<file path="src/sv/stable_sorted_priority_queue_assert.svh">
// Assertion macros for the sorted priority queue
`ifndef STABLE_SORTED_PRIORITY_QUEUE_ASSERT_SVH
`define STABLE_SORTED_PRIORITY_QUEUE_ASSERT_SVH

// same-cycle implication, sampled on clk, off while in reset
`define SSPQ_ASSERT_IMP(lbl, ante, cons, msg) \
  lbl: assert property (@(posedge clk) disable iff (!rst_n) (ante) |-> (cons)) \
    else $error(msg);

// next-cycle implication, sampled on clk, off while in reset
`define SSPQ_ASSERT_NXT(lbl, ante, cons, msg) \
  lbl: assert property (@(posedge clk) disable iff (!rst_n) (ante) |=> (cons)) \
    else $error(msg);

`endif

</file>
<file path="src/sv/sspq_pkg.sv">
// Shared types and constants for the sorted priority queue
package sspq_pkg;

  localparam int ID_W     = 16;
  localparam int SCORE_W  = 32;
  localparam int DATA_W   = 48;
  localparam int OUSER_W  = 3;

  localparam logic REQ_ENQ = 1'b0;
  localparam logic REQ_DEQ = 1'b1;

  // out_tuser bit positions
  localparam int OU_VALID = 0;
  localparam int OU_EMPTY = 1;
  localparam int OU_DROP  = 2;

  typedef struct packed {
    logic load;   // capture a result this cycle
    logic enq;    // insert the incoming entry
    logic deq;    // remove the head entry
    logic drop;   // enqueue refused, queue full
  } sspq_cmd_t;

  typedef struct packed {
    logic full;
    logic empty;
  } sspq_stat_t;

endpackage

</file>
<file path="src/sv/stable_sorted_priority_queue.sv">
// Top level of the bounded, stable, sorted max-priority queue
//
// Input stream (in_*): one transaction per request. in_tuser is the request
// kind (0 enqueue, 1 dequeue); in_tdata carries the entry id and score.
// Result stream (out_*): exactly one transaction per request, in order.
// out_tdata carries the dequeued id and score (zero when nothing came out);
// out_tuser carries the returned, empty-after and dropped flags.
// Entries are held sorted by descending score in DEPTH slot registers; equal
// scores leave in arrival order. An enqueue into a full queue is dropped.
// The result is registered and presented in the cycle after the request is taken.
// Throughput: one request per cycle while the receiver does not stall; every slot
// compares against the new score at once and the whole row shifts in the same cycle.
// A held result does not block the input while out_tready is high; when the
// receiver stalls, the result is held and in_tready drops until it is taken.
// Reset (rst_n low, synchronous) empties the queue and clears any held result.
`include "stable_sorted_priority_queue_assert.svh"

module stable_sorted_priority_queue
  import sspq_pkg::*;
#(
  parameter int DEPTH = 16
)
(
  input  logic               clk,
  input  logic               rst_n,
  input  logic               in_tvalid,
  output logic               in_tready,
  input  logic [DATA_W-1:0]  in_tdata,   // [15:0] entry_id, [47:16] entry_score
  input  logic               in_tuser,   // [0] req_type
  output logic               out_tvalid,
  input  logic               out_tready,
  output logic [DATA_W-1:0]  out_tdata,  // [15:0] out_id, [47:16] out_score
  output logic [OUSER_W-1:0] out_tuser   // [0] out_valid, [1] is_empty, [2] dropped
);

  sspq_cmd_t                 cmd;
  sspq_stat_t                stat;
  logic [ID_W-1:0]           res_id;
  logic signed [SCORE_W-1:0] res_score;
  logic                      res_valid;
  logic                      res_empty;
  logic                      res_drop;
  logic                      deq_live;   // dequeue taken from a non-empty queue
  logic                      out_drop;   // presented result flags a refusal

  sspq_ctrl u_ctrl (
    .clk        (clk),
    .rst_n      (rst_n),
    .in_tvalid  (in_tvalid),
    .in_req     (in_tuser),
    .in_tready  (in_tready),
    .out_tvalid (out_tvalid),
    .out_tready (out_tready),
    .stat       (stat),
    .cmd        (cmd)
  );

  sspq_dpath #(
    .DEPTH (DEPTH)
  ) u_dpath (
    .clk       (clk),
    .rst_n     (rst_n),
    .cmd       (cmd),
    .in_id     (in_tdata[ID_W-1:0]),
    .in_score  (in_tdata[ID_W+SCORE_W-1:ID_W]),
    .stat      (stat),
    .res_id    (res_id),
    .res_score (res_score),
    .res_valid (res_valid),
    .res_empty (res_empty),
    .res_drop  (res_drop)
  );

  assign out_tdata = {res_score, res_id};
  assign out_tuser = {res_drop, res_empty, res_valid};

  assign deq_live = in_tvalid && in_tready && (in_tuser == REQ_DEQ) && !stat.empty;
  assign out_drop = out_tvalid && out_tuser[OU_DROP];

  `SSPQ_ASSERT_NXT(a_deq_ret, deq_live, out_tvalid && out_tuser[OU_VALID], "lost dequeue")
  `SSPQ_ASSERT_IMP(a_drop_full, out_drop, stat.full && !out_tuser[OU_VALID], "bad drop")
  `SSPQ_ASSERT_IMP(a_empty, out_tvalid, out_tuser[OU_EMPTY] == stat.empty, "empty flag mismatch")

endmodule

</file>
<file path="src/sv/sspq_ctrl.sv">
// Controller: handshake and operation decode for the sorted priority queue
module sspq_ctrl
  import sspq_pkg::*;
(
  input  logic       clk,
  input  logic       rst_n,
  input  logic       in_tvalid,
  input  logic       in_req,
  output logic       in_tready,
  output logic       out_tvalid,
  input  logic       out_tready,
  input  sspq_stat_t stat,
  output sspq_cmd_t  cmd
);

  localparam logic ST_IDLE = 1'b0;
  localparam logic ST_HOLD = 1'b1;

  logic state_r;
  logic state_nxt;
  logic accept;

  assign in_tready  = (state_r == ST_IDLE) || out_tready;
  assign out_tvalid = (state_r == ST_HOLD);
  assign accept     = in_tvalid && in_tready;

  always_comb begin
    cmd.load = accept;
    cmd.enq  = accept && (in_req == REQ_ENQ) && !stat.full;
    cmd.drop = accept && (in_req == REQ_ENQ) && stat.full;
    cmd.deq  = accept && (in_req == REQ_DEQ) && !stat.empty;
  end

  always_comb begin
    state_nxt = state_r;
    case (state_r)
      ST_IDLE: begin
        if (accept) state_nxt = ST_HOLD;
      end
      ST_HOLD: begin
        if (accept) state_nxt = ST_HOLD;
        else if (out_tready) state_nxt = ST_IDLE;
      end
      default: state_nxt = ST_IDLE;
    endcase
  end

  always_ff @(posedge clk) begin
    if (!rst_n) begin
      state_r <= ST_IDLE;
    end else begin
      state_r <= state_nxt;
    end
  end

endmodule

</file>
<file path="src/sv/sspq_dpath.sv">
// Datapath: sorted slot array and result register
module sspq_dpath
  import sspq_pkg::*;
#(
  parameter int DEPTH = 16
)
(
  input  logic                      clk,
  input  logic                      rst_n,
  input  sspq_cmd_t                 cmd,
  input  logic [ID_W-1:0]           in_id,
  input  logic signed [SCORE_W-1:0] in_score,
  output sspq_stat_t                stat,
  output logic [ID_W-1:0]           res_id,
  output logic signed [SCORE_W-1:0] res_score,
  output logic                      res_valid,
  output logic                      res_empty,
  output logic                      res_drop
);

  localparam int OCC_W = $clog2(DEPTH + 1);

  logic [ID_W-1:0]           id_r    [DEPTH];
  logic signed [SCORE_W-1:0] score_r [DEPTH];
  logic [ID_W-1:0]           id_nxt  [DEPTH];
  logic signed [SCORE_W-1:0] score_nxt [DEPTH];
  logic [OCC_W-1:0]          occ_r;
  logic [OCC_W-1:0]          occ_nxt;
  logic [DEPTH-1:0]          stay;

  assign stat.full  = (occ_r == OCC_W'(DEPTH));
  assign stat.empty = (occ_r == '0);

  // stay[i]: slot i holds a live entry scoring at least the newcomer,
  // so ties keep the older entry in front
  always_comb begin
    for (int i = 0; i < DEPTH; i++) begin
      stay[i] = (OCC_W'(i) < occ_r) && (score_r[i] >= in_score);
    end
  end

  always_comb begin
    for (int i = 0; i < DEPTH; i++) begin
      id_nxt[i]    = id_r[i];
      score_nxt[i] = score_r[i];
      if (cmd.enq) begin
        if (!stay[i]) begin
          if (i == 0) begin
            id_nxt[i]    = in_id;
            score_nxt[i] = in_score;
          end else if (stay[i-1]) begin
            id_nxt[i]    = in_id;
            score_nxt[i] = in_score;
          end else begin
            id_nxt[i]    = id_r[i-1];
            score_nxt[i] = score_r[i-1];
          end
        end
      end else if (cmd.deq) begin
        if (i < DEPTH - 1) begin
          id_nxt[i]    = id_r[i+1];
          score_nxt[i] = score_r[i+1];
        end
      end
    end
  end

  always_comb begin
    occ_nxt = occ_r;
    if (cmd.enq) occ_nxt = occ_r + OCC_W'(1);
    else if (cmd.deq) occ_nxt = occ_r - OCC_W'(1);
  end

  always_ff @(posedge clk) begin
    if (!rst_n) begin
      occ_r <= '0;
    end else begin
      occ_r <= occ_nxt;
    end
  end

  always_ff @(posedge clk) begin
    for (int i = 0; i < DEPTH; i++) begin
      id_r[i]    <= id_nxt[i];
      score_r[i] <= score_nxt[i];
    end
  end

  always_ff @(posedge clk) begin
    if (cmd.load) begin
      res_valid <= cmd.deq;
      res_id    <= cmd.deq ? id_r[0] : '0;
      res_score <= cmd.deq ? score_r[0] : '0;
      res_drop  <= cmd.drop;
      // enqueue always leaves something behind; dequeue empties at one entry or less
      res_empty <= cmd.enq || cmd.drop ? 1'b0 : (occ_r <= OCC_W'(1));
    end
  end

endmodule

</file>
<file path="config.mk">
export PLATFORM = sky130hd
export DESIGN_NAME = stable_sorted_priority_queue
export DESIGN_NICKNAME = d
export VERILOG_FILES = /design/src/sv/sspq_pkg.sv /design/src/sv/stable_sorted_priority_queue.sv /design/src/sv/sspq_ctrl.sv /design/src/sv/sspq_dpath.sv
export VERILOG_INCLUDE_DIRS = /design/src /design/src/sv
export SDC_FILE = /design/constraint.sdc
export NUM_CORES = 2
export LEC_CHECK = 0
export ABC_AREA = 1
export BUFFER_PORTS_ARGS = -buffer_cell sky130_fd_sc_hd__buf_2
export CORE_MARGIN = 2
export CORE_UTILIZATION = 40
export DETAILED_ROUTE_END_ITERATION = 10
export PLACE_DENSITY_LB_ADDON = 0.15
export SETUP_SLACK_MARGIN = 0.5
export SYNTH_ARGS = -nofsm -noshare
export SYNTH_HDL_FRONTEND = slang
export SYNTH_SLANG_ARGS = --single-unit
</file>
<file path="constraint.sdc">
create_clock -name clk -period 4.3 [get_ports clk]
set_input_delay 0.43 -clock clk [delete_from_list [all_inputs] [get_ports clk]]
set_output_delay 0.43 -clock clk [all_outputs]
set_load 0.005 [all_outputs]
</file>
==> flow_metrics.env <==
export IMPL_cts_buffers=103
export IMPL_final_util_pct=45.4
export IMPL_ios=106
export IMPL_instances_no_fill=9393
export IMPL_setup_viol=0
export IMPL_root_buffer="clkbuf_16"
export IMPL_crit_path_max_incr_delay_ps=700
export IMPL_path_class="flip-flop to flip-flop"
export IMPL_p_sw_mw=10.8
export IMPL_arrival_ps=4250
export IMPL_worstPathCellList="ha_1, nand2_1, inv_1, nand3_1, nor2_1, and3_1, nand4_1, nand3_4, buf_4, nand3_1, nand2_1"
export IMPL_fin_nets=8078
export IMPL_yosysSeqAreaShare_pct=44.5
export IMPL_die_w_microns=377
export IMPL_antenna_left=0
export IMPL_slew_violations=0
export IMPL_grt_pass1_vias=45982
export IMPL_yosys_register_bits=825
export IMPL_start_util_pct=40.4
export IMPL_pwr_share_comb_pct=30.5
export IMPL_drc_errors=0
export IMPL_tritoncts="built"
export IMPL_p_int_mw=18.4
export IMPL_clkPwrFrac_pct=29.3
export IMPL_synthDistinctLibCells=34
export IMPL_place_port_buffers=105
export IMPL_cp_start_kind="flip-flop"
export IMPL_drt_wl_total_microns=201000
export IMPL_avgSynthCellArea_sq_um=7.53
export IMPL_fin_crit_ps=3630
export IMPL_antenna_found_initial=5
export IMPL_power_leakage_nw=35.3
export IMPL_fin_worst_skew_ps=44.6
export IMPL_yosys_top_cells_area="edfxtp_1 44%, nand2_1 28%, ha_1 12%, inv_1 5.8%, a21oi_1 2.1%"
export IMPL_cts_path_max_buffers=3
export IMPL_maxCapViolCount=0
export IMPL_post_place_cells=9189
export IMPL_fp_dieH_microns=377
export IMPL_fmax_ghz=0.275
export IMPL_grt_pass1_wl_microns=298000
export IMPL_clkTransAtPathRegs_ps=60
export IMPL_clock_sinks=825
export IMPL_max_vdd_ir_drop_v=0.000352
export IMPL_fillCellCount=13903
export IMPL_num_rows=136
export IMPL_powerDensity_nw_per_um2=467
export IMPL_dp_slack_ps=9.80
export IMPL_total_power_mw=29.2
export IMPL_ys_warn_count=0
export IMPL_htreeDepth=3
export IMPL_insertion_delay_ps=760
export IMPL_synth_top_area_cell="edfxtp_1"
export IMPL_route_vias_total=48256
export IMPL_critPathCaptureType="flip-flop"
export IMPL_drtIter0Drc=4842
export IMPL_firstDrtPassIters=5
export IMPL_p_seq_share_pct=40.2
export IMPL_final_period_utilization_pct=84.4
export IMPL_tns_ps=0
export IMPL_status="finished clean"
export IMPL_dp_hpwl_microns=140000
export IMPL_syn_inst=7373
export IMPL_synthesis_area_sq_um=55600
export IMPL_setup_ws_ps=669
export IMPL_grt_max_degree=189
export IMPL_via_per_inst=5.14
export IMPL_coreArea_sq_um=138000
export IMPL_p_sw_share_pct=37.0
export IMPL_relSlewSlack_pct=21.5
export IMPL_area_growth_pct=12.5
export IMPL_critPathMaxFanout=48
export IMPL_rsz0062_at_grt="false"
export IMPL_wire_per_inst_microns=21.4
export IMPL_post_cts_buffers=0
export IMPL_worst_slew_pin_slew_ps=1180
export IMPL_finalHoldViolations=0
export IMPL_worst_path_buf_inv=2
export IMPL_grt_overflow_total=0
export IMPL_groute_usage_overall_pct=28.1
export IMPL_final_layout_size_suffix_gt1_share_pct=6.92
export IMPL_cp_top_family="simple AND/OR/NAND/NOR gates"
export IMPL_cp_data_required_time_ps=4920
export IMPL_crit_path_top_delay_cell="buf_4"
export IMPL_synthesis_nets=7941
export IMPL_gp_congestion=0.920
export IMPL_synth_top_area_share_pct=44.3
export IMPL_hold_path_class="input port to flip-flop"
export IMPL_dieArea_sq_um=142000
export IMPL_cts_repair_resized=0
-- metrics by stage --
step           hold WS [ps]  area [sq um]
6_report               39.9         62500
5_1_grt                20.5         62500
4_1_cts                1.58         62500
3_5_place_dp            493         59200
3_3_place_gp            482         59200
2_1_floorplan           494         55600
-- tightest hold or removal path, cell delays in order --
cell     delay [ps]
buf_2           120
nand3_1          80
nand2_1          60
-- per-layer routing --
layer  global-route usage [%]  wire, microns
met2                     44.4          89700
met1                     39.0          89400
met5                        0              0
met4                     9.70           7400
met3                     4.39          14300
-- state kept, by name (all words and copies together), names as in the netlist --
register	cells
u_ctrl.out_tvalid	1
u_dpath.occ_r	5
u_dpath.res_empty	1
u_dpath.score_r	512
u_dpath.res_valid	1
u_dpath.res_id	16
u_dpath.id_r	256
u_dpath.res_drop	1
u_dpath.res_score	32
-- placed cells by master (no fill, tap or decap), drive strengths merged, types with 106 or more instances in the layout --
| cell | n |
|---|---|
| a21oi | 236 |
| buf | 321 |
| clkbuf | 133 |
| edfxtp | 819 |
| ha | 515 |
| inv | 861 |
| nand2 | 4114 |
| nand3 | 111 |
| nor2 | 194 |
| o21ai | 106 |
-- synth_stat cells (all sizes together) --
library cell,n
a21oi,236
nand4,43
or2,1
nand3,111
o21a,28
clkbuf,24
dfxtp,6
a21o,17
ha,515
edfxtp,819
clkinv,1
nand2,4114
o31ai,1
nor2,194
nor3b,1
a2111oi,1
o211ai,2
buf,275
and3,1
nand3b,2
nor3,10
o21ai,106
inv,858
nor4,7
-- what timing repair did --
action	in CTS	in global routing
endpoints found under the hold margin	12	0
endpoints found under the setup margin	0	0
hold buffers	10	0
-- final timing paths --
| path | from | endpoint | slack, ps | cells after the start |
|---|---|---|---|---|
| worst max register to register | u_dpath.score_r[1][223] | u_dpath.score_r[1][227] | 670 | 11 |
| worst min register to register | u_dpath.id_r[1][124] | u_dpath.id_r[1][108] | 500 | 2 |
| worst min-delay path | in_tdata[0] | u_dpath.id_r[1][112] | 40 | 3 |
| worst max-delay path | u_dpath.score_r[1][223] | u_dpath.score_r[1][227] | 670 | 11 |
-- power by group through the flow --
stage | clock [mW] | sequential [mW] | combinational (mW)
after floorplan | 0 | 11.5 | 5.58
after global placement | 0 | 11.8 | 8.65
after detailed placement | 0 | 11.8 | 8.77
after CTS | 8.72 | 11.7 | 8.83
after global routing | 8.98 | 11.8 | 9.97
final | 8.55 | 11.7 | 8.89
-- layout make-up --
cell class	count	area [sq um]	share of cell area, %
antenna	2	5.00	0.00801
clock inverter	59	488	0.781
clock buffer	133	2710	4.34
timing repair buffer	331	3140	5.02
sequential	825	24700	39.6
tap	1794	2240	3.59
inverter	859	3240	5.18
multi-input combinational	5390	26000	41.5
-- logic make-up (layout without fill, tap and decap cells) --
group                    Yosys count  after routing  share of synthesized area (%)
AND/OR/NAND/NOR                 4484           4484                           31.1
buffers and inverters           1158           1382                           9.07
flip-flops                       825            825                           44.5
adder cells (fa/ha/maj)          515            515                           11.6
other                              0              2                              0
AO/OA/AOI/OAI                    391            391                           3.76
No activity file was read; power rests on OpenSTA's default activity.
